$ cat src/hdl/ncrs_pkg.sv
// ----------------------------------------------------------------------------
// ncrs_pkg
// Shared types, register indexes and type-code helpers for the row select.
// ----------------------------------------------------------------------------
package ncrs_pkg;

   localparam int NUM_BRANCHES = 4;
   localparam int VALUE_W      = 64;
   localparam int QUEUE_DEPTH  = 2;

   typedef enum logic [2:0] {
      REG_MODE         = 3'd0,
      REG_BRANCH_COUNT = 3'd1,
      REG_OUT_TYPE     = 3'd2,
      REG_BRANCH_TYPE0 = 3'd3,
      REG_BRANCH_TYPE1 = 3'd4,
      REG_BRANCH_TYPE2 = 3'd5,
      REG_BRANCH_TYPE3 = 3'd6
   } reg_index_type;

   localparam logic [1:0] MODE_COALESCE  = 2'd0;
   localparam logic [1:0] MODE_IFNOTNULL = 2'd1;
   localparam logic [1:0] MODE_IIF       = 2'd2;

   localparam logic [3:0] TYPE_NULL = 4'd0;
   localparam logic [3:0] TYPE_I64  = 4'd5;
   localparam logic [3:0] TYPE_F32  = 4'd10;
   localparam logic [3:0] TYPE_F64  = 4'd11;

   typedef enum logic [1:0] {
      CONV_PASS  = 2'd0,   // value already final
      CONV_F32   = 2'd1,   // float32 widening
      CONV_SINT  = 2'd2,   // signed integer to float64
      CONV_UINT  = 2'd3    // unsigned integer to float64
   } conv_type;

   typedef struct packed {
      logic [1:0] mode;
      logic [2:0] branch_count;
      logic [3:0] result_code;
      logic [NUM_BRANCHES-1:0][3:0] branch_type;
   } cfg_type;

   typedef struct packed {
      logic [VALUE_W-1:0] value;
      conv_type           conv;
      logic               valid;
      logic [1:0]         branch;
      logic               last;
   } item_type;

   function automatic logic [6:0] type_bits(input logic [3:0] t);
      case (t)
         4'd1:                          type_bits = 7'd1;
         4'd2, 4'd6:                    type_bits = 7'd8;
         4'd3, 4'd7:                    type_bits = 7'd16;
         4'd4, 4'd8, 4'd10, 4'd12, 4'd13: type_bits = 7'd32;
         4'd5, 4'd9, 4'd11, 4'd14, 4'd15: type_bits = 7'd64;
         default:                       type_bits = 7'd0;
      endcase
   endfunction

   function automatic logic [VALUE_W-1:0] width_mask(input logic [6:0] w);
      if (w >= 7'd64) width_mask = '1;
      else            width_mask = (64'd1 << w[5:0]) - 64'd1;
   endfunction

   function automatic logic is_signed_type(input logic [3:0] t);
      is_signed_type = (t >= 4'd2) && (t <= 4'd5);
   endfunction

   function automatic logic [VALUE_W-1:0] extend_view(input logic [3:0] t,
                                                     input logic [VALUE_W-1:0] v);
      logic [6:0]         w;
      logic [VALUE_W-1:0] m;
      logic [VALUE_W-1:0] x;
      w = type_bits(t);
      m = width_mask(w);
      x = v & m;
      if (is_signed_type(t) && (w < 7'd64) && x[w[5:0] - 6'd1]) x = x | ~m;
      extend_view = x;
   endfunction

endpackage

$ cat src/hdl/null_conditional_row_select.sv
// ----------------------------------------------------------------------------
// null_conditional_row_select
// Coalesce / if-not-null / IIF row select with output type conversion.
// ----------------------------------------------------------------------------
// One row is taken per cycle and a result leaves per cycle when the result
// side keeps up. A row passes in order through the front's selection
// register, which loads on the accepting edge, an entry of the two-entry
// queue, the leading-zero stage and the normalise/round output register of
// the conversion pipeline, which drives rsp_valid. When the result side
// stalls, the input keeps taking rows until the front register and both
// queue entries are full; with rows streaming at full rate that is one
// further row after the stall begins. The user must write the registers
// through csr_we/csr_index/csr_wdata only while the block is idle; the block
// itself does not enforce it. Writes to an index past the list are ignored.
// ----------------------------------------------------------------------------
module null_conditional_row_select import ncrs_pkg::*; (
   input  logic               clock,
   input  logic               reset,
   input  logic               csr_we,
   input  logic [2:0]         csr_index,
   input  logic [3:0]         csr_wdata,
   input  logic               req_valid,
   output logic               req_ready,
   input  logic [VALUE_W-1:0] req_value_0,
   input  logic [VALUE_W-1:0] req_value_1,
   input  logic [VALUE_W-1:0] req_value_2,
   input  logic [VALUE_W-1:0] req_value_3,
   input  logic [3:0]         req_valid_mask,
   input  logic               req_cond_valid,
   input  logic               req_cond_true,
   input  logic               req_last_row,
   output logic               rsp_valid,
   input  logic               rsp_ready,
   output logic [VALUE_W-1:0] rsp_result_value,
   output logic               rsp_result_valid,
   output logic [1:0]         rsp_chosen_branch,
   output logic               rsp_last_row_out
);

   cfg_type  cfg_ff, cfg_in;
   logic     f_valid, f_ready, q_valid, q_ready;
   item_type f_item, q_item;

   // configuration registers
   always_comb begin
      cfg_in = cfg_ff;
      if (csr_we) begin
         case (csr_index)
            REG_MODE:         cfg_in.mode           = csr_wdata[1:0];
            REG_BRANCH_COUNT: cfg_in.branch_count   = csr_wdata[2:0];
            REG_OUT_TYPE:     cfg_in.result_code    = csr_wdata;
            REG_BRANCH_TYPE0: cfg_in.branch_type[0] = csr_wdata;
            REG_BRANCH_TYPE1: cfg_in.branch_type[1] = csr_wdata;
            REG_BRANCH_TYPE2: cfg_in.branch_type[2] = csr_wdata;
            REG_BRANCH_TYPE3: cfg_in.branch_type[3] = csr_wdata;
            default: ;
         endcase
      end
   end

   always_ff @(posedge clock) begin
      if (reset) begin
         cfg_ff.mode           <= MODE_COALESCE;
         cfg_ff.branch_count   <= 3'd2;
         cfg_ff.result_code    <= TYPE_I64;
         cfg_ff.branch_type[0] <= TYPE_I64;
         cfg_ff.branch_type[1] <= TYPE_I64;
         cfg_ff.branch_type[2] <= TYPE_NULL;
         cfg_ff.branch_type[3] <= TYPE_NULL;
      end else begin
         cfg_ff <= cfg_in;
      end
   end

   // front: choose the branch and prepare the operand
   ncrs_front u_front (
      .clock      (clock),
      .reset      (reset),
      .cfg        (cfg_ff),
      .in_valid   (req_valid),
      .in_ready   (req_ready),
      .value_0    (req_value_0),
      .value_1    (req_value_1),
      .value_2    (req_value_2),
      .value_3    (req_value_3),
      .valid_mask (req_valid_mask),
      .cond_valid (req_cond_valid),
      .cond_true  (req_cond_true),
      .last_row   (req_last_row),
      .out_valid  (f_valid),
      .out_ready  (f_ready),
      .out_item   (f_item)
   );

   ncrs_queue u_queue (
      .clock      (clock),
      .reset      (reset),
      .push_valid (f_valid),
      .push_ready (f_ready),
      .push_item  (f_item),
      .pop_valid  (q_valid),
      .pop_ready  (q_ready),
      .pop_item   (q_item)
   );

   // back: float64 conversion and result register
   ncrs_back u_back (
      .clock         (clock),
      .reset         (reset),
      .in_valid      (q_valid),
      .in_ready      (q_ready),
      .in_item       (q_item),
      .out_valid     (rsp_valid),
      .out_ready     (rsp_ready),
      .result_value  (rsp_result_value),
      .result_valid  (rsp_result_valid),
      .chosen_branch (rsp_chosen_branch),
      .last_row_out  (rsp_last_row_out)
   );

endmodule

$ cat src/hdl/ncrs_front.sv
// ----------------------------------------------------------------------------
// ncrs_front
// Branch selection and operand preparation, one registered stage.
// ----------------------------------------------------------------------------
module ncrs_front import ncrs_pkg::*; (
   input  logic               clock,
   input  logic               reset,
   input  cfg_type            cfg,
   input  logic               in_valid,
   output logic               in_ready,
   input  logic [VALUE_W-1:0] value_0,
   input  logic [VALUE_W-1:0] value_1,
   input  logic [VALUE_W-1:0] value_2,
   input  logic [VALUE_W-1:0] value_3,
   input  logic [3:0]         valid_mask,
   input  logic               cond_valid,
   input  logic               cond_true,
   input  logic               last_row,
   output logic               out_valid,
   input  logic               out_ready,
   output item_type           out_item
);

   logic     valid_ff, valid_in;
   item_type item_ff, item_in;
   logic [NUM_BRANCHES-1:0] bvalid;
   logic [VALUE_W-1:0]      vals [NUM_BRANCHES];
   logic                    pick_ok;
   logic [1:0]              pick;
   logic [3:0]              bt;
   logic [VALUE_W-1:0]      x;
   logic [VALUE_W-1:0]      v;
   logic                    cond_sel;

   assign vals[0] = value_0;
   assign vals[1] = value_1;
   assign vals[2] = value_2;
   assign vals[3] = value_3;

   always_comb begin
      for (int k = 0; k < NUM_BRANCHES; k++) begin
         bvalid[k] = valid_mask[k] && (cfg.branch_type[k] != TYPE_NULL);
      end
      pick_ok  = 1'b0;
      pick     = 2'd0;
      cond_sel = !(cond_valid && cond_true);
      case (cfg.mode)
         MODE_COALESCE: begin
            for (int k = NUM_BRANCHES - 1; k >= 0; k--) begin
               if (bvalid[k] && (3'(k) < cfg.branch_count)) begin
                  pick_ok = 1'b1;
                  pick    = 2'(k);
               end
            end
         end
         MODE_IFNOTNULL: begin
            pick_ok = bvalid[0] && bvalid[1];
            pick    = 2'd1;
         end
         MODE_IIF: begin
            pick    = {1'b0, cond_sel};
            pick_ok = bvalid[pick];
         end
         default: ;
      endcase
      bt = cfg.branch_type[pick];
      v  = vals[pick];
      x  = extend_view(bt, v);

      item_in.valid  = pick_ok;
      item_in.branch = pick_ok ? pick : 2'd0;
      item_in.last   = last_row;
      item_in.conv   = CONV_PASS;
      item_in.value  = x & width_mask(type_bits(cfg.result_code));
      if (!pick_ok) begin
         item_in.value = '0;
      end else if (cfg.result_code == TYPE_F64) begin
         if (bt == TYPE_F64) begin
            item_in.value = v;
         end else if (bt == TYPE_F32) begin
            item_in.conv  = CONV_F32;
            item_in.value = {32'd0, v[31:0]};
         end else begin
            item_in.conv  = is_signed_type(bt) ? CONV_SINT : CONV_UINT;
            item_in.value = x;
         end
      end
   end

   assign in_ready  = !valid_ff || out_ready;
   assign valid_in  = in_ready ? in_valid : valid_ff;
   assign out_valid = valid_ff;
   assign out_item  = item_ff;

   always_ff @(posedge clock) begin
      if (reset) valid_ff <= 1'b0;
      else       valid_ff <= valid_in;
      if (in_ready && in_valid) item_ff <= item_in;
   end

endmodule

$ cat src/hdl/ncrs_queue.sv
// ----------------------------------------------------------------------------
// ncrs_queue
// Short FIFO between selection and conversion.
// ----------------------------------------------------------------------------
module ncrs_queue import ncrs_pkg::*; (
   input  logic     clock,
   input  logic     reset,
   input  logic     push_valid,
   output logic     push_ready,
   input  item_type push_item,
   output logic     pop_valid,
   input  logic     pop_ready,
   output item_type pop_item
);

   localparam int PTR_W = $clog2(QUEUE_DEPTH);
   localparam int CNT_W = $clog2(QUEUE_DEPTH + 1);

   item_type         mem_ff [QUEUE_DEPTH];
   logic [PTR_W-1:0] wr_ff, wr_in, rd_ff, rd_in;
   logic [CNT_W-1:0] count_ff, count_in;
   logic             push, pop;

   assign push_ready = (count_ff != CNT_W'(QUEUE_DEPTH));
   assign pop_valid  = (count_ff != '0);
   assign pop_item   = mem_ff[rd_ff];
   assign push       = push_valid && push_ready;
   assign pop        = pop_valid && pop_ready;

   always_comb begin
      wr_in    = push ? ((wr_ff == PTR_W'(QUEUE_DEPTH - 1)) ? '0 : wr_ff + 1'b1) : wr_ff;
      rd_in    = pop  ? ((rd_ff == PTR_W'(QUEUE_DEPTH - 1)) ? '0 : rd_ff + 1'b1) : rd_ff;
      count_in = count_ff + CNT_W'(push) - CNT_W'(pop);
   end

   always_ff @(posedge clock) begin
      if (reset) begin
         wr_ff    <= '0;
         rd_ff    <= '0;
         count_ff <= '0;
      end else begin
         wr_ff    <= wr_in;
         rd_ff    <= rd_in;
         count_ff <= count_in;
      end
      if (push) mem_ff[wr_ff] <= push_item;
   end

endmodule

$ cat src/hdl/ncrs_back.sv
// ----------------------------------------------------------------------------
// ncrs_back
// Float64 conversion (other results pass through): leading-zero stage, then normalise/round and output.
// ----------------------------------------------------------------------------
module ncrs_back import ncrs_pkg::*; (
   input  logic               clock,
   input  logic               reset,
   input  logic               in_valid,
   output logic               in_ready,
   input  item_type           in_item,
   output logic               out_valid,
   input  logic               out_ready,
   output logic [VALUE_W-1:0] result_value,
   output logic               result_valid,
   output logic [1:0]         chosen_branch,
   output logic               last_row_out
);

   // stage 1
   logic               s1_valid_ff;
   item_type           s1_item_ff;
   logic               s1_sign_ff, s1_sign_in;
   logic [VALUE_W-1:0] s1_mag_ff, s1_mag_in;
   logic [5:0]         s1_lz_ff, s1_lz_in;
   // output
   logic               o_valid_ff;
   logic [VALUE_W-1:0] o_value_ff, o_value_in;
   logic               o_rv_ff;
   logic [1:0]         o_branch_ff;
   logic               o_last_ff;

   logic               adv;
   logic [VALUE_W-1:0] n;
   logic               rnd;
   logic [62:0]        mag_bits;
   logic [10:0]        e64;
   logic [7:0]         e32;
   logic [22:0]        m32;

   assign adv      = !o_valid_ff || out_ready;
   assign in_ready = adv;

   always_comb begin
      s1_sign_in = 1'b0;
      if (in_item.conv == CONV_SINT) s1_sign_in = in_item.value[VALUE_W-1];
      s1_mag_in = s1_sign_in ? (~in_item.value + 64'd1) : in_item.value;
      if (in_item.conv == CONV_F32) s1_mag_in = {41'd0, in_item.value[22:0]};
      s1_lz_in = 6'd0;
      for (int i = 0; i < VALUE_W; i++) begin
         if (s1_mag_in[i]) s1_lz_in = 6'(VALUE_W - 1 - i);
      end
   end

   always_comb begin
      n        = s1_mag_ff << s1_lz_ff;
      rnd      = n[10] && (n[11] || (n[9:0] != '0));
      e64      = 11'(11'd1086 - {5'd0, s1_lz_ff});
      mag_bits = {e64, n[62:11]} + 63'(rnd);
      e32      = s1_item_ff.value[30:23];
      m32      = s1_item_ff.value[22:0];
      case (s1_item_ff.conv)
         CONV_F32: begin
            if (e32 == 8'hFF) begin
               o_value_in = {s1_item_ff.value[31], 11'h7FF, m32 != '0, m32[21:0], 29'd0}
                            | {12'd0, m32[22], 51'd0};
            end else if (e32 == 8'd0) begin
               if (m32 == '0) o_value_in = {s1_item_ff.value[31], 63'd0};
               else o_value_in = {s1_item_ff.value[31], 11'(11'd937 - {5'd0, s1_lz_ff}),
                                  n[62:40], 29'd0};
            end else begin
               o_value_in = {s1_item_ff.value[31], 11'({3'd0, e32} + 11'd896), m32, 29'd0};
            end
         end
         CONV_SINT, CONV_UINT: begin
            if (s1_mag_ff == '0) o_value_in = '0;
            else                 o_value_in = {s1_sign_ff, mag_bits};
         end
         default: o_value_in = s1_item_ff.value;
      endcase
   end

   always_ff @(posedge clock) begin
      if (reset) begin
         s1_valid_ff <= 1'b0;
         o_valid_ff  <= 1'b0;
      end else if (adv) begin
         s1_valid_ff <= in_valid;
         o_valid_ff  <= s1_valid_ff;
      end
      if (adv) begin
         s1_item_ff  <= in_item;
         s1_sign_ff  <= s1_sign_in;
         s1_mag_ff   <= s1_mag_in;
         s1_lz_ff    <= s1_lz_in;
         o_value_ff  <= o_value_in;
         o_rv_ff     <= s1_item_ff.valid;
         o_branch_ff <= s1_item_ff.branch;
         o_last_ff   <= s1_item_ff.last;
      end
   end

   assign out_valid     = o_valid_ff;
   assign result_value  = o_value_ff;
   assign result_valid  = o_rv_ff;
   assign chosen_branch = o_branch_ff;
   assign last_row_out  = o_last_ff;

endmodule

$ cat config.mk
export PLATFORM = sky130hd
export DESIGN_NAME = null_conditional_row_select
export DESIGN_NICKNAME = d
export VERILOG_FILES = /design/src/hdl/ncrs_pkg.sv /design/src/hdl/null_conditional_row_select.sv /design/src/hdl/ncrs_front.sv /design/src/hdl/ncrs_queue.sv /design/src/hdl/ncrs_back.sv
export SDC_FILE = /design/constraint.sdc
export NUM_CORES = 1
export LEC_CHECK = 0
export BUFFER_PORTS_ARGS = -buffer_cell sky130_fd_sc_hd__buf_2
export CAP_MARGIN = 10
export CELL_PAD_IN_SITES_DETAIL_PLACEMENT = 1
export CELL_PAD_IN_SITES_GLOBAL_PLACEMENT = 1
export CORE_MARGIN = 1.5
export CORE_UTILIZATION = 50
export CTS_CLUSTER_DIAMETER = 150
export DETAILED_ROUTE_END_ITERATION = 7
export HOLD_SLACK_MARGIN = 0.06
export PLACE_DENSITY_LB_ADDON = 0.15
export SYNTH_ARGS = -nofsm -noshare
export SYNTH_HDL_FRONTEND = slang
export SYNTH_SLANG_ARGS = --single-unit
$ cat constraint.sdc
create_clock -name clock -period 16.4 [get_ports clock]
set_clock_uncertainty 0.05 [all_clocks]
set_input_delay 1.64 -clock clock [delete_from_list [all_inputs] [get_ports clock]]
set_output_delay 1.64 -clock clock [all_outputs]
set_load 0.005 [all_outputs]
Word level (Yosys, flattened, before mapping)
Memory sizes are Yosys's and may differ from the RTL's. A register that Yosys moved wholly into a read port is not among the register bits.
Index checks and enable logic that the tools add are counted.

operators by class
  magnitude comparators = 13
  $add $sub $neg = 12
  muxes and demuxes = 106
  equality and inequality tests = 18
  bitwise gates (word level) = 9
  reductions and logical operators = 50
  $mul = 0
  shifts and indexed selects = 3
  divide/modulo/power cells = 0

operator list
  kind                                                 count
  two-way mux 64 bit                                   10
  two-way mux 6 bit                                    32
  two-way mux 66 bit                                   2
  bitwise AND 64 bit                                   2
  binary-select mux 64 bit (select 2 bit)              1
  inverter 64 bit                                      2
  one-hot mux 64 bit (2 select lines)                  1
  left shift 1 x 6 -> 64 bit (first input constant)    2
  subtractor 64 x 1 -> 64 bit (second input constant)  2
  two-way mux 63 bit                                   2
  two-way mux 5 bit                                    16
  adder 64 x 1 -> 64 bit (second input constant)       1
  zero test 64 bit                                     1
  bitwise OR 64 x 52 -> 64 bit                         1
  bitwise OR 64 bit                                    1
  left shift 64 x 6 -> 63 bit                          1
  adder 63 x 1 -> 63 bit                               1
  two-way mux 4 bit                                    11
  OR reduction 32 bit                                  1
  zero test 23 bit                                     1
  nonzero test 23 bit                                  1
  logical AND 1 bit                                    17
  two-way mux 1 bit                                    16
  nonzero test 4 bit                                   4
  46 further kinds                                     82

storage, ports and cells
  memories = 3
  flip-flop bits (word level) = 311
  output and inout port bits = 70
  memory bits (writable) = 140
  bits in read-only memories = 160
  latch bits = 0

memory list
  memory           words  bits a word  read ports  clocked after Yosys merged registers in  write ports  RTL line          text
  u_queue.mem_ff   2      70           1           1                                        1            ncrs_queue.sv:19  item_type mem_ff [QUEUE_DEPTH];
  (no name shown)  16     5            1           0                                        0            ncrs_pkg.sv:53    case (t)
  (no name shown)  16     5            1           1                                        0            ncrs_pkg.sv:53

Depth between registers and ports, before layout
Gate-level depths: netlist (run 1).

  word-level depth = 67
  depth in mapped cells = 24
  mapped depth without buffers = 19

Cells and area by module
A second synthesis (run 1) with hierarchy kept.

second synthesis, totals
  cells, all modules = 3156
  area, all modules = 31542.8 um^2

modules (own cells, without submodules)
  module                       area an instance (um^2)  cells an instance  instances
  ncrs_back                    17987.3                  1823               1
  ncrs_front                   7220.7                   989                1
  ncrs_queue                   5290.1                   247                1
  null_conditional_row_select  1044.8                   97                 1

Worst setup path after synthesis (run 1)
OpenSTA, ideal clock, no wires.

  path kind = input-to-reg
  start = in rsp_ready
  end = reg u_queue.count_ff[1]
  cell stages on the path = 10
  slack = 8572 ps
  arrival = 7651 ps
  path buffers = 0
  cells stage by stage = nor2b_1 > inv_1 > o21ai_0 > inv_1 > ha_1 > inv_1 > ha_1 > xor2_1 > xnor2_1 > nor2_1

between the ends
  longest elaborated chain between the ends = 3

RTL lines
  what                       RTL line                           text
  start: declaration         null_conditional_row_select.sv:33  input logic rsp_ready,
  logical OR 1 bit           ncrs_back.sv:40                    assign adv = !o_valid_ff || out_ready;
  logical AND 1 bit          ncrs_queue.sv:28                   assign pop = pop_valid && pop_ready;
  net u_queue.pop            ncrs_queue.sv:22                   logic push, pop;
  subtractor 2 x 1 -> 2 bit  ncrs_queue.sv:33                   count_in = count_ff + CNT_W'(push) - CNT_W'(pop);
  end signal: assignment     ncrs_queue.sv:44                   count_ff <= count_in;
  end: declaration           ncrs_queue.sv:21                   logic [CNT_W-1:0] count_ff, count_in;

The timed path passes the listed nets, and every way through them passes these cells.
A chain may end at the register's enable or synchronous reset.

Final worst setup path (run 1)
  start = in req_valid_mask[1]
  end = reg u_front.item_ff, in the netlist u_front.out_item[19] (data pin)

between the ends
  longest elaborated chain between the ends = 19
  elaborated cells between the ends (all ways) = 41

RTL lines
  what                                     RTL line                           text
  start: declaration                       null_conditional_row_select.sv:28  input logic [3:0] req_valid_mask,
  logical AND 1 bit (*)                    ncrs_front.sv:42                   bvalid[k] = valid_mask[k] && (cfg.branch_type[k] != TYPE_NULL);
  logical AND 1 bit                        ncrs_front.sv:50                   if (bvalid[k] && (3'(k) < cfg.branch_count)) begin
  two-way mux 2 bit (2 in a row)           ncrs_front.sv:50
  one-hot mux 2 bit (3 select lines)       ncrs_front.sv:47                   case (cfg.mode)
  binary-select mux 4 bit (select 2 bit)   ncrs_front.sv:66                   bt = cfg.branch_type[pick];
  two-way mux 4 bit (not written as such)  ncrs_front.sv:66
  memory (16 x 5 bit)                      n/a
  left shift 1 x 6 -> 64 bit               ncrs_pkg.sv:65                     else width_mask = (64'd1 << w[5:0]) - 64'd1;
  [... 2 more ...]                         n/a
  bitwise AND 64 bit                       ncrs_pkg.sv:79                     x = v & m;
  binary-select mux 1 bit (select 6 bit)   ncrs_pkg.sv:80                     if (is_signed_type(t) && (w < 7'd64) && x[w[5:0] - 6'd1]) x = x | ~m;
  two-way mux 1 bit (not written as such)  ncrs_pkg.sv:80
  logical AND 1 bit                        ncrs_pkg.sv:80
  two-way mux 64 bit                       ncrs_pkg.sv:80
  two-way mux 66 bit                       ncrs_front.sv:80                   end else if (bt == TYPE_F32) begin
  two-way mux 64 bit                       ncrs_front.sv:78                   if (bt == TYPE_F64) begin
  two-way mux 66 bit                       ncrs_front.sv:77                   end else if (cfg.result_code == TYPE_F64) begin
  end signal: assignment                   ncrs_front.sv:98                   if (in_ready && in_valid) item_ff <= item_in;
  end: declaration                         ncrs_front.sv:25                   item_type item_ff, item_in;

Every way passes the cells marked *; elsewhere a longest branch is shown, timed or not. The select of a mux whose other input is x is not followed.

==> results of run 1 <==
[path summary, 6_finish.rpt]
| path | endpoint | slack [ps] | cells after the start |
|---|---|---|---|
| max | u_front.out_item[19] | 9590 | 22 |
| min | u_back.chosen_branch[0] | 390 | 0 |
| max reg2reg | u_back.s1_lz_ff[4] | 9890 | 12 |
| min reg2reg | u_back.chosen_branch[0] | 390 | 0 |
[flip-flops by register name, indices dropped and copies added (netlist names), 8 cells and up, named ones only]
register / cells
cfg_ff: 25
u_back.e32: 8
u_back.result_value: 64
u_back.s1_mag_ff: 64
u_back.s1_item_ff: 39
u_back.m32: 22
u_front.out_item: 70
u_queue.mem_ff: 140
[power by group through the flow]
stage / clock network [W] / logic [W] / registers (W)
6_report: 0.00123 / 0.00318 / 0.00200
5_1_grt: 0.00128 / 0.00333 / 0.00201
4_1_cts: 0.00124 / 0.00310 / 0.00198
3_5_place_dp: 0 / 0.00303 / 0.00199
3_3_place_gp: 0 / 0.00294 / 0.00196
2_1_floorplan: 0 / 0.00212 / 0.00184
[routing by layer]
layer  GRT usage, %  wire length, µm
met1          43.04            41780
met3          5.519             7240
met2          65.49            56630
met5              0               29
met4          20.86             7050
[final cells by class]
cell class	instances	share of cell area, %
timing repair buffer	381	6.069
tap	765	2.906
clock inverter	33	1.470
sequential	456	40.42
multi-input combinational	2112	43.89
inverter	114	1.326
clock buffer	60	3.912
antenna	1	0.007596
[kinds of logic (layout without fill, tap and decap cells)]
kind of cell | after synthesis | count (layout) | synth area share, %
simple gates | 1057 | 1057 | 16.79
compound gates | 629 | 629 | 14.07
flops | 456 | 456 | 45.96
mux | 297 | 297 | 14.78
buf+inv | 286 | 588 | 4.285
xor+xnor | 112 | 112 | 3.386
fa+ha+maj | 17 | 17 | 0.7256
other cells | 0 | 1 | 0
[stage by stage]
| step | instance area [µm²] | total power [W] | cells |
|---|---|---|---|
| 2_1_floorplan | 28970 | 0.003959 | 2854 |
| 5_1_grt | 32940 | 0.006615 | 3922 |
| 4_1_cts | 32940 | 0.006313 | 3921 |
| 6_report | 32940 | 0.006409 | 3922 |
| 3_5_place_dp | 31170 | 0.005027 | 3828 |
| 3_3_place_gp | 31170 | 0.004900 | 3828 |
[cells in the final DEF, fill, tap and decap left out, types with 34 or more instances in the layout]
cell type  count
a21oi_1      136
dfxtp_1       37
o21ai_0      162
nor2_1       310
a211oi_1      36
xor2_1        36
edfxtp_1     418
nand2_1      379
xnor2_1       76
mux2_2        62
nor4_1        42
mux4_2        97
nor3_1        66
nand3_1       94
clkbuf_16     50
inv_1        108
buf_4         37
o22ai_1       34
a31oi_1       42
mux2i_1      135
buf_2        344
==> out/qor.yml, run 1 <==
power_and_ir_drop:
  combPwrFrac_pct: 49.6
  vdd_drop_max_uv: 114.0
  clock_power_share_pct: 19.2
  switching_share_pct: 43.27
  power_switching_w: 0.002773
  internal_power_w: 0.003636
  leakagePower_nw: 12.60
  seqPwrFrac_pct: 31.1
  powerDensity_nw_per_um2: 194.5
timing:
  fmax_ghz: 0.1468
  hold_viol: 0
  worst_pin_slew_ps: 1209
  finalSetupViolCount: 0
  drv_slew: 0
  finalSetupTns_ps: 0
  fin_crit_sh_pct: 41.54
  rsz0062_at_grt: "false"
  slew_headroom_pct: 18.58
  setup_slack_ps: 9588
  fin_crit_ps: 6812
  holdWs_ps: 393.6
cts:
  cts_hold_buf: 0
  postCtsResizedCells: 0
  clkLatencyLatePin_ps: 630
  cts_tree: "yes"
  h-tree-depth: 2
  path_clk_slew_ps: 60
  cts.sinks: 456
  cts.path.max_buffers: 3
  cts_inserted_buffers: 50
  post_cts_buffers: 0
  cts_root_buf: "clkbuf_16"
global_routing:
  track_usage_pct: 37.11
  grt_max_degree: 120
  grt_pass1_wl_um: 166100
  first_global_vias: 26404
  antenna_found_initial: 4
  grt-ovfl-total: 0
setup_path:
  setup.worst_path.end_class: "flop"
  critPathLaunchType: "primary input"
  startpoint: "req_valid_mask[1]"
  cp_common_cell: "ha_1"
  critPathBufInv: 4
  crit_type: "primary input to flop"
  required_ps: 16780
  slowest_stage: "mux4_2"
  cp.arrival_ps: 7190
  path_cells: "buf_2 -> o41ai_1 -> o21ai_0 -> o21ai_4 -> buf_4 -> mux4_2 -> nor2_1 -> nand3_1 -> ha_1 -> ha_1 -> nand2_1 -> ha_1 -> inv_1 -> o22ai_1 -> nand2_1 -> and3_1 -> o32ai_1 -> o21ai_1 -> o2bb2ai_2 -> buf_4 -> nand4_1 -> a21oi_1"
  crit_family: "compound AO/OA/AOI/OAI gates"
  max_stage_delay_ps: 720
  critPathMaxFanout: 38
yosys:
  synth_edf_count: 418
  yosys.area.top_type_share_pct: 43.33
  synthDistinctLibCells: 97
  yosys-top-cells-area: "edfxtp_1, mux4_2, nand2_1"
  synth_nets: 3145
  syn_area_per_cell_um2: 10.15
  synth_ff_type: "edfxtp_1"
  netlist_area_um2: 28970
  ys_seq_area_share_pct: 45.96
  syn_inst: 2854
  yosysWarnings: 0
  synth_seq_cells: 456
  ys_async_sr_fraction_pct: 0
  netlist_top_cells_count: "edfxtp_1, nand2_1, nor2_1"
  yosysTopAreaCell: "edfxtp_1"
  yosysMostFrequentCell: "edfxtp_1"
detailed_routing:
  drt-pass1-iter-count: 5
  post_drt_via_cell_ratio: 6.557
  ant_nets: 0
  num_vias: 25716
  drt_iter0_markers: 2442
  drc: 0
  routed_wl_um: 112700
  wl_per_cell_um: 28.74
die:
  core_area_um2: 57480
  die_y_um: 243.7
  dieArea_um2: 59390
  die_w_um: 243.7
  std_cell_rows: 88
  start_util_pct: 50.40
  pin_count: 345
cells_and_area:
  drive_above_1_share_pct: 20.98
  regArea_um2: 13320
  fill_cells: 6400
  multi_input_area_um2: 14460
  fin_util_pct: 57.32
  area.growth.synth_to_final_pct: 13.72
  fin_nets: 3406
placed_design:
  place_hpwl_um: 83530
  routabilityCongestion: 1.005
  dp_slack_ps: 9016
  port_buffers: 344
run_status:
  status: "completed"
worst_hold_path:
  hp-start: "u_back.s1_item_ff[1]"
  hold_path_class: "flop to flop"
flow_run:
  cap_viol_max_count: 0
(Power assumes the default switching activity.)
==> inputs of run 2 (changes only) <==
--- a/config.mk
+++ b/config.mk
@@ -10,7 +10,7 @@
 export CELL_PAD_IN_SITES_DETAIL_PLACEMENT = 1
 export CELL_PAD_IN_SITES_GLOBAL_PLACEMENT = 1
 export CORE_MARGIN = 1.5
-export CORE_UTILIZATION = 50
+export CORE_UTILIZATION = 42
 export CTS_CLUSTER_DIAMETER = 150
 export DETAILED_ROUTE_END_ITERATION = 7
 export HOLD_SLACK_MARGIN = 0.06
==> constraint.sdc (replaced) <==
create_clock -name clock -period 6.1 [get_ports clock]
set_clock_uncertainty 0.05 [all_clocks]
set_input_delay 0.61 -clock clock [delete_from_list [all_inputs] [get_ports clock]]
set_output_delay 0.61 -clock clock [all_outputs]
set_load 0.005 [all_outputs]
==> out/qor.yml, run 2 (same netlist as run 1, synthesis figures left out) <==
worst_hold_path:
  hold_path_class: "primary input to flop"  # was flop to flop
global_routing:
  grt.busiest_layer: "met2"  # unchanged
  grt-ovfl-total: 0  # unchanged
  first_global_vias: 25309  # was 26.40k
  grt_pass1_wl_um: 158300  # was 166,100 µm
  track_usage_pct: 29.58  # was 37.11%
  antenna_found_initial: 0  # was 4
  use_met2_pct: 52.48  # was 65.49%
  use_met1_pct: 35.67  # was 43.04%
  grt_max_degree: 159  # was 120
  met3_usage_pct: 3.675  # was 5.519%
placed_design:
  routabilityCongestion: 0.9684  # was 1.005
  placed_area_um2: 31650  # was 31,170 µm²
  port_buffers: 344  # unchanged
  place_hpwl_um: 83450  # was 83,530 µm
cts:
  cts_tree: "yes"  # unchanged
  h-tree-depth: 2  # unchanged
  path_clk_slew_ps: 60  # about the same
  cts_inserted_buffers: 51  # was 50
  cts_hold_buf: 0  # unchanged
  cts.sinks: 456  # unchanged
  cts_root_buf: "clkbuf_16"  # unchanged
  clkLatencyLatePin_ps: 620  # was 630 ps
  cts.path.max_buffers: 3  # unchanged
detailed_routing:
  drc: 0  # unchanged
  drt-pass1-iter-count: 7  # was 5
  post_drt_via_cell_ratio: 6.014  # was 6.557
  num_vias: 24538  # was 25.72k
  drt_iter0_markers: 1684  # was 2,442
  wl_per_cell_um: 26.05  # was 28.74 µm
  routed_wl_um: 106300  # was 112,700 µm
  ant_nets: 0  # unchanged
timing:
  rsz0062_at_grt: "false"  # unchanged
  hold_viol: 0  # unchanged
  finalSetupTns_ps: 0  # unchanged
  fmax_ghz: 0.1798
  worst_pin_slew_ps: 1131  # was 1209 ps
  fin_crit_sh_pct: 91.20
  fin_crit_ps: 5563
  drv_slew: 0  # unchanged
  slew_headroom_pct: 23.90  # was 18.58%
  finalSetupViolCount: 0  # unchanged
setup_path:
  slowest_stage: "mux4_2"  # unchanged
  path_cells: "o41ai_1 -> nor3b_1 -> o21ai_4 -> mux4_2 -> nor2_1 -> nand3_1 -> ha_1 -> ha_1 -> nand2_1 -> ha_2 -> inv_1 -> o22ai_1 -> nand2_1 -> and3_1 -> o32ai_1 -> o21ai_1 -> o2bb2ai_2 -> buf_4 -> buf_4 -> nand3_1 -> o21ai_0"  # was buf_2 -> o41ai_1 -> o21ai_0 -> o21ai_4 -> buf_4 -> mux4_2 -> nor2_1 -> nand3_1 -> ha_1 -> ha_1 -> nand2_1 -> ha_1 -> inv_1 -> o22ai_1 -> nand2_1 -> and3_1 -> o32ai_1 -> o21ai_1 -> o2bb2ai_2 -> buf_4 -> nand4_1 -> a21oi_1
  max_stage_delay_ps: 600  # was 720 ps
  crit_type: "flop to flop"  # was primary input to flop
  critPathMaxFanout: 14  # was 38
  cp.arrival_ps: 5890  # was 7190 ps
  critPathLaunchType: "flop"  # was primary input
  critPathBufInv: 3  # was 4
  crit_family: "compound AO/OA/AOI/OAI gates"  # unchanged
  setup.worst_path.end_class: "flop"  # unchanged
  reg2reg_slack_ps: 540  # was 9890 ps
  required_ps: 6420  # was 16,780 ps
die:
  start_util_pct: 42.31  # was 50.40%
  core_area_um2: 68470  # was 57,480 µm²
  die_w_um: 265.6  # was 243.7 µm
  die_y_um: 265.6  # was 243.7 µm
  dieArea_um2: 70560  # was 59,390 µm²
  std_cell_rows: 96  # was 88
  pin_count: 345  # unchanged
run_status:
  status: "completed"  # unchanged
cells_and_area:
  fin_nets: 3447  # was 3,406
  drive_above_1_share_pct: 22.01  # was 20.98%
  fill_cells: 7698  # was 6,400
  largest_reg_flops: 140  # unchanged
  layout_common_cells: "edfxtp_1, nand2_1, buf_2"  # unchanged
  final_common_cell: "edfxtp_1"  # unchanged
  regMostFlops: "u_queue.mem_ff"  # unchanged
  area.growth.synth_to_final_pct: 15.29  # was 13.72%
  final_area_um2: 33400  # was 32,940 µm²
  antenna_cells: 0  # was 1
power_and_ir_drop:
  powerDensity_nw_per_um2: 506.1  # was 194.5 nW/µm²
  leakagePower_nw: 12.79  # was 12.60 nW
  vdd_drop_max_uv: 277.9  # was 114.0 µV
flow_run:
  cap_viol_max_count: 0  # unchanged
==> run 2: worst reg2reg max path: cells and delay by family, from the launching register on <==
family                   cells  cell delay [ps]
adder cells (fa/ha/maj)      3              810
multiplexers                 1              600
buffers and inverters        3              580
flip-flops                   1              340
AND/OR/NAND/NOR              7             1390
AO/OA/AOI/OAI                7             1560
==> run 2: what timing repair did <==
item | CTS | global route
setup buffers | 0 | 3
resized for setup | 0 | 3
endpoints found under the setup margin | 0 | 58
==> run 2: per-layer routing <==
| metal | wire length (µm) | vias up |
|---|---|---|
| li1 | - | 11320 |
| met1 | 43020 | 12244 |
| met2 | 53390 | 757 |
| met3 | 4474 | 217 |
| met4 | 5386 | 0 |
| met5 | 0 | - |
==> run 2: worst paths after layout <==
kind,cells past startpoint,startpoint,end
max,21,cfg_ff[11],u_front.out_item[45]
min,1,req_last_row,u_front.out_item[0]
max reg2reg,21,cfg_ff[11],u_front.out_item[45]
min reg2reg,0,u_back.s1_item_ff[0],u_back.last_row_out
==> run 2: metrics by stage <==
step	util [%]	power, W	hold slack [ps]	setup WS, ps	cells
after floorplan	-	0.01063	350.3	778.0	2854
after global placement	46.22	0.01345	352.2	269.4	3982
after detailed placement	46.22	0.01363	359.9	84.49	3982
after CTS	48.73	0.01683	101.6	62.96	4077
after global routing	48.78	0.01763	117.1	45.58	4080
final	48.78	0.01690	136.2	536.8	4080
==> run 2: cell type report <==
cell class	instances	area, µm²	area share [%]
clock buffers	60	1373	4.110
flip-flops and latches	456	13320	39.87
multi-input cells	2112	14460	43.30
repair buffers	421	2362	7.073
inverters	114	432.9	1.296
well taps	882	1104	3.304
clock inverters	35	347.8	1.041
==> run 2: power breakdown <==
| group | total [W] | switching (W) | internal [W] |
|---|---|---|---|
| registers | 0.00528 | 0.000764 | 0.00451 |
| logic | 0.00849 | 0.00512 | 0.00337 |
| clock network | 0.00314 | 0.00131 | 0.00183 |
